<file path="src/hw/rtl/ipacl_pkg.sv">
package ipacl_pkg;

    // Default table depth
    localparam int MAX_RULES_DEF = 16;

    // Stream payload widths
    localparam int IN_TDATA_W  = 48;
    localparam int OUT_TDATA_W = 8;

    // Request kinds carried on tuser
    localparam logic REQ_CONFIG = 1'b0;
    localparam logic REQ_QUERY  = 1'b1;

    // Rule modes
    localparam logic MODE_CONNECT = 1'b0;
    localparam logic MODE_BIND    = 1'b1;

    // Load status codes (also used as the sticky error code)
    localparam logic [1:0] STAT_LOADING = 2'd0;
    localparam logic [1:0] STAT_OK      = 2'd1;
    localparam logic [1:0] STAT_SYNTAX  = 2'd2;
    localparam logic [1:0] STAT_FULL    = 2'd3;

    // Parser phases
    localparam logic [3:0] PH_IDLE     = 4'd0;
    localparam logic [3:0] PH_LINE     = 4'd1;
    localparam logic [3:0] PH_COMMENT  = 4'd2;
    localparam logic [3:0] PH_KEYWORD  = 4'd3;
    localparam logic [3:0] PH_KWSKIP   = 4'd4;
    localparam logic [3:0] PH_MODE     = 4'd5;
    localparam logic [3:0] PH_SEP      = 4'd6;
    localparam logic [3:0] PH_OCTSTART = 4'd7;
    localparam logic [3:0] PH_DIGITS   = 4'd8;
    localparam logic [3:0] PH_TAILSKIP = 4'd9;

    // Characters
    localparam logic [7:0] CH_SPACE = 8'h20;
    localparam logic [7:0] CH_TAB   = 8'h09;
    localparam logic [7:0] CH_NL    = 8'h0A;
    localparam logic [7:0] CH_HASH  = 8'h23;
    localparam logic [7:0] CH_STAR  = 8'h2A;
    localparam logic [7:0] CH_DOT   = 8'h2E;
    localparam logic [7:0] CH_0     = 8'h30;
    localparam logic [7:0] CH_9     = 8'h39;
    localparam logic [7:0] CH_B     = 8'h62;
    localparam logic [7:0] CH_C     = 8'h63;
    localparam logic [7:0] CH_P     = 8'h70;

    localparam logic [2:0]  KW_LEN    = 3'd6;
    localparam logic [11:0] OCTET_MAX = 12'd255;

    // One stored rule
    typedef struct packed {
        logic        kind;
        logic [3:0]  wild;
        logic [31:0] addr;
    } rule_t;

    // One result
    typedef struct packed {
        logic       kind;
        logic [1:0] status;
        logic       verdict;
        logic [4:0] loaded;
    } result_t;

    // Expected character of the "permit" keyword at a position
    function automatic logic [7:0] kw_char(input logic [2:0] pos);
        logic [7:0] ch;
        unique case (pos)
            3'd0:    ch = 8'h70;
            3'd1:    ch = 8'h65;
            3'd2:    ch = 8'h72;
            3'd3:    ch = 8'h6D;
            3'd4:    ch = 8'h69;
            3'd5:    ch = 8'h74;
            default: ch = 8'h00;
        endcase
        return ch;
    endfunction

endpackage

</file>
<file path="src/hw/rtl/ip_acl_rule_parse_and_match.sv">
// IPv4 wildcard access list: rule text loader and query matcher.
// Input stream carries two request kinds, selected by s_axis_tuser:
//   config request: one ASCII byte of rule text, s_axis_tlast on the final byte.
//     The first byte of a load empties the table. Each is parsed combinationally;
//     its result (status, rule count) is queued on the edge it is accepted.
//   query request: mode and address; the rule table is scanned one rule per
//     cycle out of a synchronous RAM with a registered read, stopping at the
//     first hit. When the table is empty the result is queued on the edge the
//     query is accepted.
// One request is worked on at a time. Results leave through a two-entry output
// queue, so a new request is taken while one result still waits downstream.
// When the receiver stalls with both queue entries full, s_axis_tready drops.
// Reset empties the table count, returns the parser to the start of a new load
// and empties the output queue. The RAM contents are not cleared; only entries
// below the rule count are ever compared.
module ip_acl_rule_parse_and_match
    import ipacl_pkg::*;
#(
    parameter int MAX_RULES = MAX_RULES_DEF
) (
    input  logic                   clk,
    input  logic                   rst_n,
    input  logic                   s_axis_tvalid,
    output logic                   s_axis_tready,
    // [7:0] config_byte, [8] query_cmd, [40:9] query_ip, [47:41] zero
    input  logic [IN_TDATA_W-1:0]  s_axis_tdata,
    input  logic                   s_axis_tlast,
    // [0] req_type
    input  logic                   s_axis_tuser,
    output logic                   m_axis_tvalid,
    input  logic                   m_axis_tready,
    // [1:0] load_status, [2] verdict, [7:3] rules_loaded
    output logic [OUT_TDATA_W-1:0] m_axis_tdata,
    // [0] resp_kind
    output logic                   m_axis_tuser
);

    localparam int CW = $clog2(MAX_RULES + 1);
    localparam int IW = (MAX_RULES > 1) ? $clog2(MAX_RULES) : 1;

    localparam logic ST_IDLE = 1'b0;
    localparam logic ST_SCAN = 1'b1;

    // Control state
    logic          st_reg, st_next;
    logic [3:0]    phase_reg, phase_next;
    logic [2:0]    kw_reg, kw_next;
    logic [1:0]    oidx_reg, oidx_next;
    logic [7:0]    acc_reg, acc_next;
    logic [31:0]   paddr_reg, paddr_next;
    logic [3:0]    pwild_reg, pwild_next;
    logic          pkind_reg, pkind_next;
    logic [1:0]    err_reg, err_next;
    logic [CW-1:0] count_reg, count_next;
    logic [CW-1:0] idx_reg, idx_next;
    logic [CW-1:0] cmp_idx_reg;
    logic          rdv_reg, rdv_next;
    logic          cmd_reg;
    logic [31:0]   ip_reg;

    // Rule RAM
    rule_t         rule_mem [MAX_RULES];
    rule_t         rd_rule_reg;
    rule_t         wr_rule;
    logic [IW-1:0] wr_addr;
    logic          wr_en;

    // Output queue
    result_t       q0_reg, q1_reg;
    logic [1:0]    fcnt_reg;
    result_t       push_data;
    logic          push, pop;

    // Parser scratch
    logic [7:0]    ch;
    logic          ch_blank, ch_digit;
    logic [7:0]    ch_off;
    logic [11:0]   acc_sum;
    logic          do_start, commit_req;
    logic [1:0]    cfg_status;

    // Scan scratch
    logic          s_fire, cfg_fire, qry_fire;
    logic          issue, hit, cmp_last, finish;
    logic [31:0]   mask;

    assign s_fire   = s_axis_tvalid && s_axis_tready;
    assign cfg_fire = s_fire && (s_axis_tuser == REQ_CONFIG);
    assign qry_fire = s_fire && (s_axis_tuser == REQ_QUERY);

    assign s_axis_tready = (st_reg == ST_IDLE) && (fcnt_reg != 2'd2);

    // Decode the text byte
    assign ch       = s_axis_tdata[7:0];
    assign ch_blank = (ch == CH_SPACE) || (ch == CH_TAB);
    assign ch_digit = (ch >= CH_0) && (ch <= CH_9);
    assign ch_off   = ch - CH_0;
    assign acc_sum  = 12'({acc_reg, 3'b000}) + 12'({acc_reg, 1'b0}) + 12'(ch_off[3:0]);

    // Advance the parser by one config byte
    always_comb
    begin
        phase_next = phase_reg;
        kw_next    = kw_reg;
        oidx_next  = oidx_reg;
        acc_next   = acc_reg;
        paddr_next = paddr_reg;
        pwild_next = pwild_reg;
        pkind_next = pkind_reg;
        err_next   = err_reg;
        count_next = count_reg;
        do_start   = 1'b0;
        commit_req = 1'b0;
        wr_en      = 1'b0;
        wr_addr    = count_reg[IW-1:0];
        cfg_status = STAT_LOADING;
        if (cfg_fire)
        begin
            if (phase_reg == PH_IDLE)
            begin
                count_next = '0;
                err_next   = STAT_LOADING;
                phase_next = PH_LINE;
            end
            if (err_next == STAT_LOADING)
            begin
                unique case (phase_next)
                    PH_LINE:
                    begin
                        if (ch == CH_HASH)
                            phase_next = PH_COMMENT;
                        else if (ch_blank || ch == CH_NL)
                            phase_next = PH_LINE;
                        else if (ch == CH_P)
                        begin
                            kw_next    = 3'd1;
                            paddr_next = '0;
                            pwild_next = '0;
                            pkind_next = MODE_CONNECT;
                            oidx_next  = '0;
                            acc_next   = '0;
                            phase_next = PH_KEYWORD;
                        end
                        else
                            err_next = STAT_SYNTAX;
                    end
                    PH_COMMENT:
                    begin
                        if (ch == CH_NL)
                            phase_next = PH_LINE;
                    end
                    PH_KEYWORD:
                    begin
                        if (kw_reg < KW_LEN && ch == kw_char(kw_reg))
                        begin
                            kw_next = kw_reg + 3'd1;
                            if (kw_next >= KW_LEN)
                                phase_next = PH_KWSKIP;
                        end
                        else
                            err_next = STAT_SYNTAX;
                    end
                    PH_KWSKIP:
                        phase_next = PH_MODE;
                    PH_MODE:
                    begin
                        if (ch_blank)
                            phase_next = PH_MODE;
                        else if (ch == CH_C || ch == CH_B)
                        begin
                            pkind_next = (ch == CH_B) ? MODE_BIND : MODE_CONNECT;
                            oidx_next  = '0;
                            phase_next = PH_SEP;
                        end
                        else
                            err_next = STAT_SYNTAX;
                    end
                    PH_SEP:
                    begin
                        if (ch_blank)
                            phase_next = PH_SEP;
                        else if (ch == CH_DOT)
                            phase_next = PH_OCTSTART;
                        else if (oidx_reg == 2'd0)
                            do_start = 1'b1;
                        else
                            err_next = STAT_SYNTAX;
                    end
                    PH_OCTSTART:
                    begin
                        if (!ch_blank)
                            do_start = 1'b1;
                    end
                    PH_DIGITS:
                    begin
                        if (ch_digit)
                        begin
                            if (acc_sum > OCTET_MAX)
                                err_next = STAT_SYNTAX;
                            else
                                acc_next = acc_sum[7:0];
                        end
                        else
                        begin
                            paddr_next = paddr_next
                                | ({24'b0, acc_next} << {2'd3 - oidx_next, 3'b000});
                            if (oidx_reg == 2'd3)
                            begin
                                commit_req = 1'b1;
                                phase_next = PH_LINE;
                            end
                            else if (ch_blank)
                            begin
                                oidx_next  = oidx_reg + 2'd1;
                                phase_next = PH_SEP;
                            end
                            else if (ch == CH_DOT)
                            begin
                                oidx_next  = oidx_reg + 2'd1;
                                phase_next = PH_OCTSTART;
                            end
                            else
                                err_next = STAT_SYNTAX;
                        end
                    end
                    default:
                        phase_next = PH_LINE;
                endcase

                // Open an octet: wildcard or first digit
                if (do_start)
                begin
                    if (ch == CH_STAR)
                    begin
                        pwild_next = pwild_next | (4'b0001 << oidx_next);
                        if (oidx_next == 2'd3)
                        begin
                            commit_req = 1'b1;
                            phase_next = PH_TAILSKIP;
                        end
                        else
                        begin
                            oidx_next  = oidx_next + 2'd1;
                            phase_next = PH_SEP;
                        end
                    end
                    else if (ch_digit)
                    begin
                        acc_next   = ch_off;
                        phase_next = PH_DIGITS;
                    end
                    else
                        err_next = STAT_SYNTAX;
                end
            end

            // Close the load on the last byte
            if (s_axis_tlast)
            begin
                if (err_next == STAT_LOADING)
                begin
                    if (phase_next == PH_DIGITS && oidx_next == 2'd3)
                    begin
                        paddr_next = paddr_next | {24'b0, acc_next};
                        commit_req = 1'b1;
                    end
                    else if (phase_next != PH_LINE && phase_next != PH_TAILSKIP)
                        err_next = STAT_SYNTAX;
                end
            end

            // Append the finished rule
            if (commit_req && err_next == STAT_LOADING)
            begin
                if (count_next >= CW'(MAX_RULES))
                    err_next = STAT_FULL;
                else
                begin
                    wr_en      = 1'b1;
                    wr_addr    = count_next[IW-1:0];
                    count_next = count_next + CW'(1);
                end
            end

            if (s_axis_tlast)
            begin
                cfg_status = (err_next != STAT_LOADING) ? err_next : STAT_OK;
                phase_next = PH_IDLE;
                kw_next    = '0;
                oidx_next  = '0;
                acc_next   = '0;
            end
        end
    end

    assign wr_rule = '{kind: pkind_next, wild: pwild_next, addr: paddr_next};

    // Rule RAM: one write and one registered read per cycle
    always_ff @(posedge clk)
    begin
        if (wr_en)
            rule_mem[wr_addr] <= wr_rule;
        rd_rule_reg <= rule_mem[idx_reg[IW-1:0]];
    end

    // Compare the rule read in the previous cycle
    assign mask = {{8{rd_rule_reg.wild[0]}}, {8{rd_rule_reg.wild[1]}},
                   {8{rd_rule_reg.wild[2]}}, {8{rd_rule_reg.wild[3]}}};
    assign issue    = (st_reg == ST_SCAN) && (idx_reg < count_reg);
    assign hit      = rdv_reg && (rd_rule_reg.kind == cmd_reg)
                      && ((ip_reg & ~mask) == rd_rule_reg.addr);
    assign cmp_last = rdv_reg && ((cmp_idx_reg + CW'(1)) == count_reg);
    assign finish   = hit || cmp_last;

    // Sequence the scan
    always_comb
    begin
        st_next  = st_reg;
        idx_next = idx_reg;
        rdv_next = issue && !finish;
        if (qry_fire)
        begin
            idx_next = '0;
            if (count_reg != '0)
                st_next = ST_SCAN;
        end
        else if (st_reg == ST_SCAN)
        begin
            if (issue)
                idx_next = idx_reg + CW'(1);
            if (finish)
                st_next = ST_IDLE;
        end
    end

    // Select the result to queue
    always_comb
    begin
        push      = 1'b0;
        push_data = '{kind: REQ_CONFIG, status: cfg_status, verdict: 1'b0,
                      loaded: 5'(count_next)};
        if (cfg_fire)
            push = 1'b1;
        else if (qry_fire && count_reg == '0)
        begin
            push      = 1'b1;
            push_data = '{kind: REQ_QUERY, status: STAT_LOADING, verdict: 1'b0,
                          loaded: 5'(count_reg)};
        end
        else if (finish)
        begin
            push      = 1'b1;
            push_data = '{kind: REQ_QUERY, status: STAT_LOADING, verdict: hit,
                          loaded: 5'(count_reg)};
        end
    end

    assign pop = m_axis_tvalid && m_axis_tready;

    // Control registers
    always_ff @(posedge clk or negedge rst_n)
    begin
        if (!rst_n)
        begin
            st_reg    <= ST_IDLE;
            phase_reg <= PH_IDLE;
            kw_reg    <= '0;
            oidx_reg  <= '0;
            acc_reg   <= '0;
            paddr_reg <= '0;
            pwild_reg <= '0;
            pkind_reg <= MODE_CONNECT;
            err_reg   <= STAT_LOADING;
            count_reg <= '0;
            idx_reg   <= '0;
            rdv_reg   <= 1'b0;
            fcnt_reg  <= '0;
        end
        else
        begin
            st_reg    <= st_next;
            phase_reg <= phase_next;
            kw_reg    <= kw_next;
            oidx_reg  <= oidx_next;
            acc_reg   <= acc_next;
            paddr_reg <= paddr_next;
            pwild_reg <= pwild_next;
            pkind_reg <= pkind_next;
            err_reg   <= err_next;
            count_reg <= count_next;
            idx_reg   <= idx_next;
            rdv_reg   <= rdv_next;
            fcnt_reg  <= fcnt_reg + {1'b0, push} - {1'b0, pop};
        end
    end

    // Query operands and scan position
    always_ff @(posedge clk)
    begin
        if (qry_fire)
        begin
            cmd_reg <= s_axis_tdata[8];
            ip_reg  <= s_axis_tdata[40:9];
        end
        if (issue)
            cmp_idx_reg <= idx_reg;
    end

    // Output queue: hold head in q0, spill into q1
    always_ff @(posedge clk)
    begin
        if (push && pop)
        begin
            if (fcnt_reg == 2'd1)
                q0_reg <= push_data;
            else
            begin
                q0_reg <= q1_reg;
                q1_reg <= push_data;
            end
        end
        else if (push)
        begin
            if (fcnt_reg == 2'd0)
                q0_reg <= push_data;
            else
                q1_reg <= push_data;
        end
        else if (pop)
            q0_reg <= q1_reg;
    end

    assign m_axis_tvalid = (fcnt_reg != 2'd0);
    assign m_axis_tuser  = q0_reg.kind;
    assign m_axis_tdata  = {q0_reg.loaded, q0_reg.verdict, q0_reg.status};

    // Queue never overflows
    a_queue_room: assert property (@(posedge clk) disable iff (!rst_n)
        push |-> (fcnt_reg != 2'd2) || pop)
        else $error("result queue overflow");

    // Table count stays within the RAM depth
    a_count_range: assert property (@(posedge clk) disable iff (!rst_n)
        count_reg <= CW'(MAX_RULES))
        else $error("rule count beyond table depth");

    // A compare only looks at an entry below the rule count
    a_scan_bound: assert property (@(posedge clk) disable iff (!rst_n)
        rdv_reg |-> (st_reg == ST_SCAN) && (cmp_idx_reg < count_reg))
        else $error("scan read past stored rules");

    // A config byte completes in the cycle it is taken
    a_cfg_single: assert property (@(posedge clk) disable iff (!rst_n)
        cfg_fire |=> (st_reg == ST_IDLE) && !rdv_reg)
        else $error("config request started a scan");

endmodule

</file>
<file path="config.mk">
export PLATFORM = sky130hd
export DESIGN_NAME = ip_acl_rule_parse_and_match
export DESIGN_NICKNAME = d
export VERILOG_FILES = /design/src/hw/rtl/ipacl_pkg.sv /design/src/hw/rtl/ip_acl_rule_parse_and_match.sv
export SDC_FILE = /design/constraint.sdc
export NUM_CORES = 1
export LEC_CHECK = 0
export BUFFER_PORTS_ARGS = -buffer_cell sky130_fd_sc_hd__buf_2
export CORE_UTILIZATION = 56
export DETAILED_ROUTE_END_ITERATION = 16
export PLACE_DENSITY = 0.86
export SLEW_MARGIN = 20
export SYNTH_ARGS = -nofsm -noshare
export SYNTH_HDL_FRONTEND = slang
export SYNTH_SLANG_ARGS = --single-unit
</file>
<file path="constraint.sdc">
create_clock -name clk -period 5.1 [get_ports clk]
set_clock_uncertainty 0.2 [all_clocks]
set_input_delay 0.255 -clock clk [delete_from_list [all_inputs] [get_ports clk]]
set_output_delay 0.255 -clock clk [all_outputs]
set_load 0.1 [all_outputs]
</file>
==> results.cfg <==
[sta]
tightestPinTransition_ps = 1040
unrepaired_setup_endpoints_after_global_routing = no
max-slew-margin-rel = 0.307
timing.final.crit_period_ps = 4750
finalHoldViolations = 0
maxClockFrequency_mhz = 210
final.hold.worst_slack_ps = 75.1
final-setup-viol-count = 0
timing_max_transition_violations_final = 0
post-route-period-util = 0.932

[cells_and_area]
nFillCells = 3346
area_delta_synth_final_pct = 15.0
fraction_of_final_layout_cells_sized_beyond_drive_strength_1 = 0.258
final-seq-area_um2 = 22000
finish.cell_count_without_fillers = 2572
n_diodes = 0
largest_register_ff_count = 592
nNetsFinal = 1911
multi_input_gate_area_in_the_final_layout_um2 = 8510

[worst_setup_path]
required_ps = 5160
critical_path.startpoint = acc_reg[0]
crit_path_dat_ps = 4820
crit_path_start_kind = flop
r2r-start = acc_reg[0]
highest_net_fanout_along_the_worst_path = 37
worstSetupEndpointType = flop
crit_type = flop to flop
r2r_end = rule_mem[14][21]
timing.reg2reg.worst_path_depth = 15
r2r_setup_slack_ps = 350

[global_route]
overall_track_demand_over_capacity_in_global_routing = 0.283
largest_net_degree_at_the_start_of_global_routing = 153
globalRoute.totalOverflow = 0
vias_in_the_first_global_route = 17800
grt_pass1_wl_um = 114000
antenna_violations_before_repair = 0

[logic_synthesis]
synth.largest_area_cell = sky130_fd_sc_hd__edfxtp_1
synth.lib_cells_used.distinct = 89
synth_edf_count = 648
yosys_most_used_dff = sky130_fd_sc_hd__edfxtp_1
most_numerous_cell_in_the_yosys_netlist = sky130_fd_sc_hd__edfxtp_1
yosys.area.top_type_share = 0.633
synthesis.area_um2 = 30700
synth-warning-count = 0
asyncSetResetFlopFracSynth = 0.0927
synth_nets = 1748
synthesis.area_per_instance_um2 = 18.6
yosys-top-cells-count = 648 x sky130_fd_sc_hd__edfxtp_1, 185 x sky130_fd_sc_hd__mux4_2, 97 x sky130_fd_sc_hd__nor2_1
synth_cells = 1656
synth.ff_latch_count = 755
synth_seq_area_share = 0.714
synthTopCellsByArea = sky130_fd_sc_hd__edfxtp_1 63%, sky130_fd_sc_hd__mux4_2 14%, sky130_fd_sc_hd__dfrtp_1 5.7%

[status]
run_status = complete, no violations

[min_path]
hold_class = input port to flop
worst_hold_path.endpoint = acc_reg[4]
holdPathStages = 4
holdCritStartpoint = s_axis_tdata[4]

[power]
powerDensity_nw_per_um2 = 355
p_leak_nw = 10.7
max_rail_drop_vdd_v = 0.000297

[floorplan]
start_util = 0.569
dieArea_um2 = 55800
die-width_um = 236
floorplan.rows = 85
floorplan.core_area_um2 = 54000
dieHeight_um = 236
top_level_ports = 65

[placement]
dpl.cell_count = 2402
detailedPlacementHpwl_um = 42800
finalWeightedCongestion = 0.874
buffer_ports.inserted = 57

[route]
postRouteWirelength_um = 77900
firstDrtPassIters = 6
dr_total_vias = 17300
drt-initial-drc-count = 1937
remaining_drc_errors = 0
drtAntennaViolNets = 0
vias_per_cell = 6.74
routed_len_inst_um = 30.3

[clocking]
ctsRootBufferMaster = sky130_fd_sc_hd__clkbuf_16
cts_repair_resize_count = 0
cts_htree_levels = 3
latest_clock_arrival_within_the_worst_skew_pair_ps = 620
cts_inserted_buffers = 73
clk_transition_reported_paths_ps = 60
cts.sinks = 755
cts_max_path_buffers = 3
postCtsSetupBuffers = 0
tritoncts = done

[flow_run]
drv.max_cap_violation_count = 0
per-layer routing:
| metal | up-vias | part of all wire | global-route usage |
|---|---|---|---|
| li1 | 7114 | - | - |
| met1 | 8990 | 0.37 | 0.360 |
| met2 | 1035 | 0.52 | 0.487 |
| met3 | 201 | 0.077 | 0.0476 |
| met4 | 0 | 0.039 | 0.111 |
| met5 | - | 0 | 0 |
what timing repair did:
item | in CTS | in global routing
hold endpoints to repair | 115 | 0
setup endpoints to repair | 0 | 0
hold buffers | 38 | 0
report_power, final:
part	leakage (nW)	internal [mW]	switching, mW	total (mW)
clock network	1.24	3.38	2.34	5.72
registers	5.77	6.63	0.0123	6.64
logic	3.66	0.0692	0.130	0.199
total	10.7	10.1	2.49	12.6
final cells by class:
type	count	area share
Tap cell	696	0.0246
Inverter	41	0.00435
Timing Repair Buffer	155	0.0380
Sequential cell	755	0.621
Multi-Input combinational cell	793	0.241
Clock buffer	95	0.0583
Clock inverter	37	0.0132
per-stage QoR:
stage / setup WS, ps / util / area, um^2 / total power [mW] / setup TNS [ps]
after global routing: 165 / 0.655 / 35400 / 12.8 / 0
after floorplan: -229 / - / 30800 / 6.90 / -33900
final: 346 / 0.655 / 35400 / 12.6 / 0
after global placement: 329 / 0.601 / 32500 / 6.95 / 0
after CTS: 395 / 0.655 / 35400 / 12.6 / 0
after detailed placement: 271 / 0.601 / 32500 / 6.95 / 0
how the worst max path moves through the flow:
stage	to	cells after the start
after floorplan	rule_mem[0][0]	14
after global routing	rule_mem[14][21]	15
after CTS	rule_mem[14][21]	15
after detailed placement	rule_mem[14][23]	16
after global placement	rule_mem[6][15]	16
final	rule_mem[14][21]	15
cell families (layout without fill, tap and decap cells):
group / Yosys count / in the layout / synth area share
and+or+nand+nor: 294 / 294 / 0.0514
adders and majority gates: 38 / 38 / 0.0160
xor gates and xnor gates: 32 / 32 / 0.00912
muxes: 193 / 193 / 0.138
AOI/OAI and AO/OA: 236 / 236 / 0.0577
DFF: 755 / 755 / 0.714
buffers and inverters: 108 / 328 / 0.0134
layout by cell type (no fill, tap or decap), types with 38 or more instances in the layout:
master	instances
sky130_fd_sc_hd__nor2_1	81
sky130_fd_sc_hd__clkbuf_16	76
sky130_fd_sc_hd__dfrtp_1	66
sky130_fd_sc_hd__inv_1	41
sky130_fd_sc_hd__edfxtp_1	648
sky130_fd_sc_hd__mux4_2	185
sky130_fd_sc_hd__o21ai_0	47
sky130_fd_sc_hd__dlygate4sd3_1	38
sky130_fd_sc_hd__nand2_1	63
sky130_fd_sc_hd__buf_2	56
sky130_fd_sc_hd__buf_4	43
critical path, cell delays in order (launching register included):
cell and delay, ps:
sky130_fd_sc_hd__dfrtp_1 340, sky130_fd_sc_hd__inv_1 70, sky130_fd_sc_hd__fa_1 540, sky130_fd_sc_hd__inv_1 50, sky130_fd_sc_hd__ha_1 260, sky130_fd_sc_hd__a21o_1 180, sky130_fd_sc_hd__a21o_1 220, sky130_fd_sc_hd__a2111o_1 410
sky130_fd_sc_hd__o211ai_1 190, sky130_fd_sc_hd__a31oi_1 210, sky130_fd_sc_hd__nor4_4 340, sky130_fd_sc_hd__and4bb_4 370, sky130_fd_sc_hd__o21ai_2 100, sky130_fd_sc_hd__or3_4 440, sky130_fd_sc_hd__nor2_4 150, sky130_fd_sc_hd__buf_12 300
Note: power is estimated with default switching activity, not from simulation.
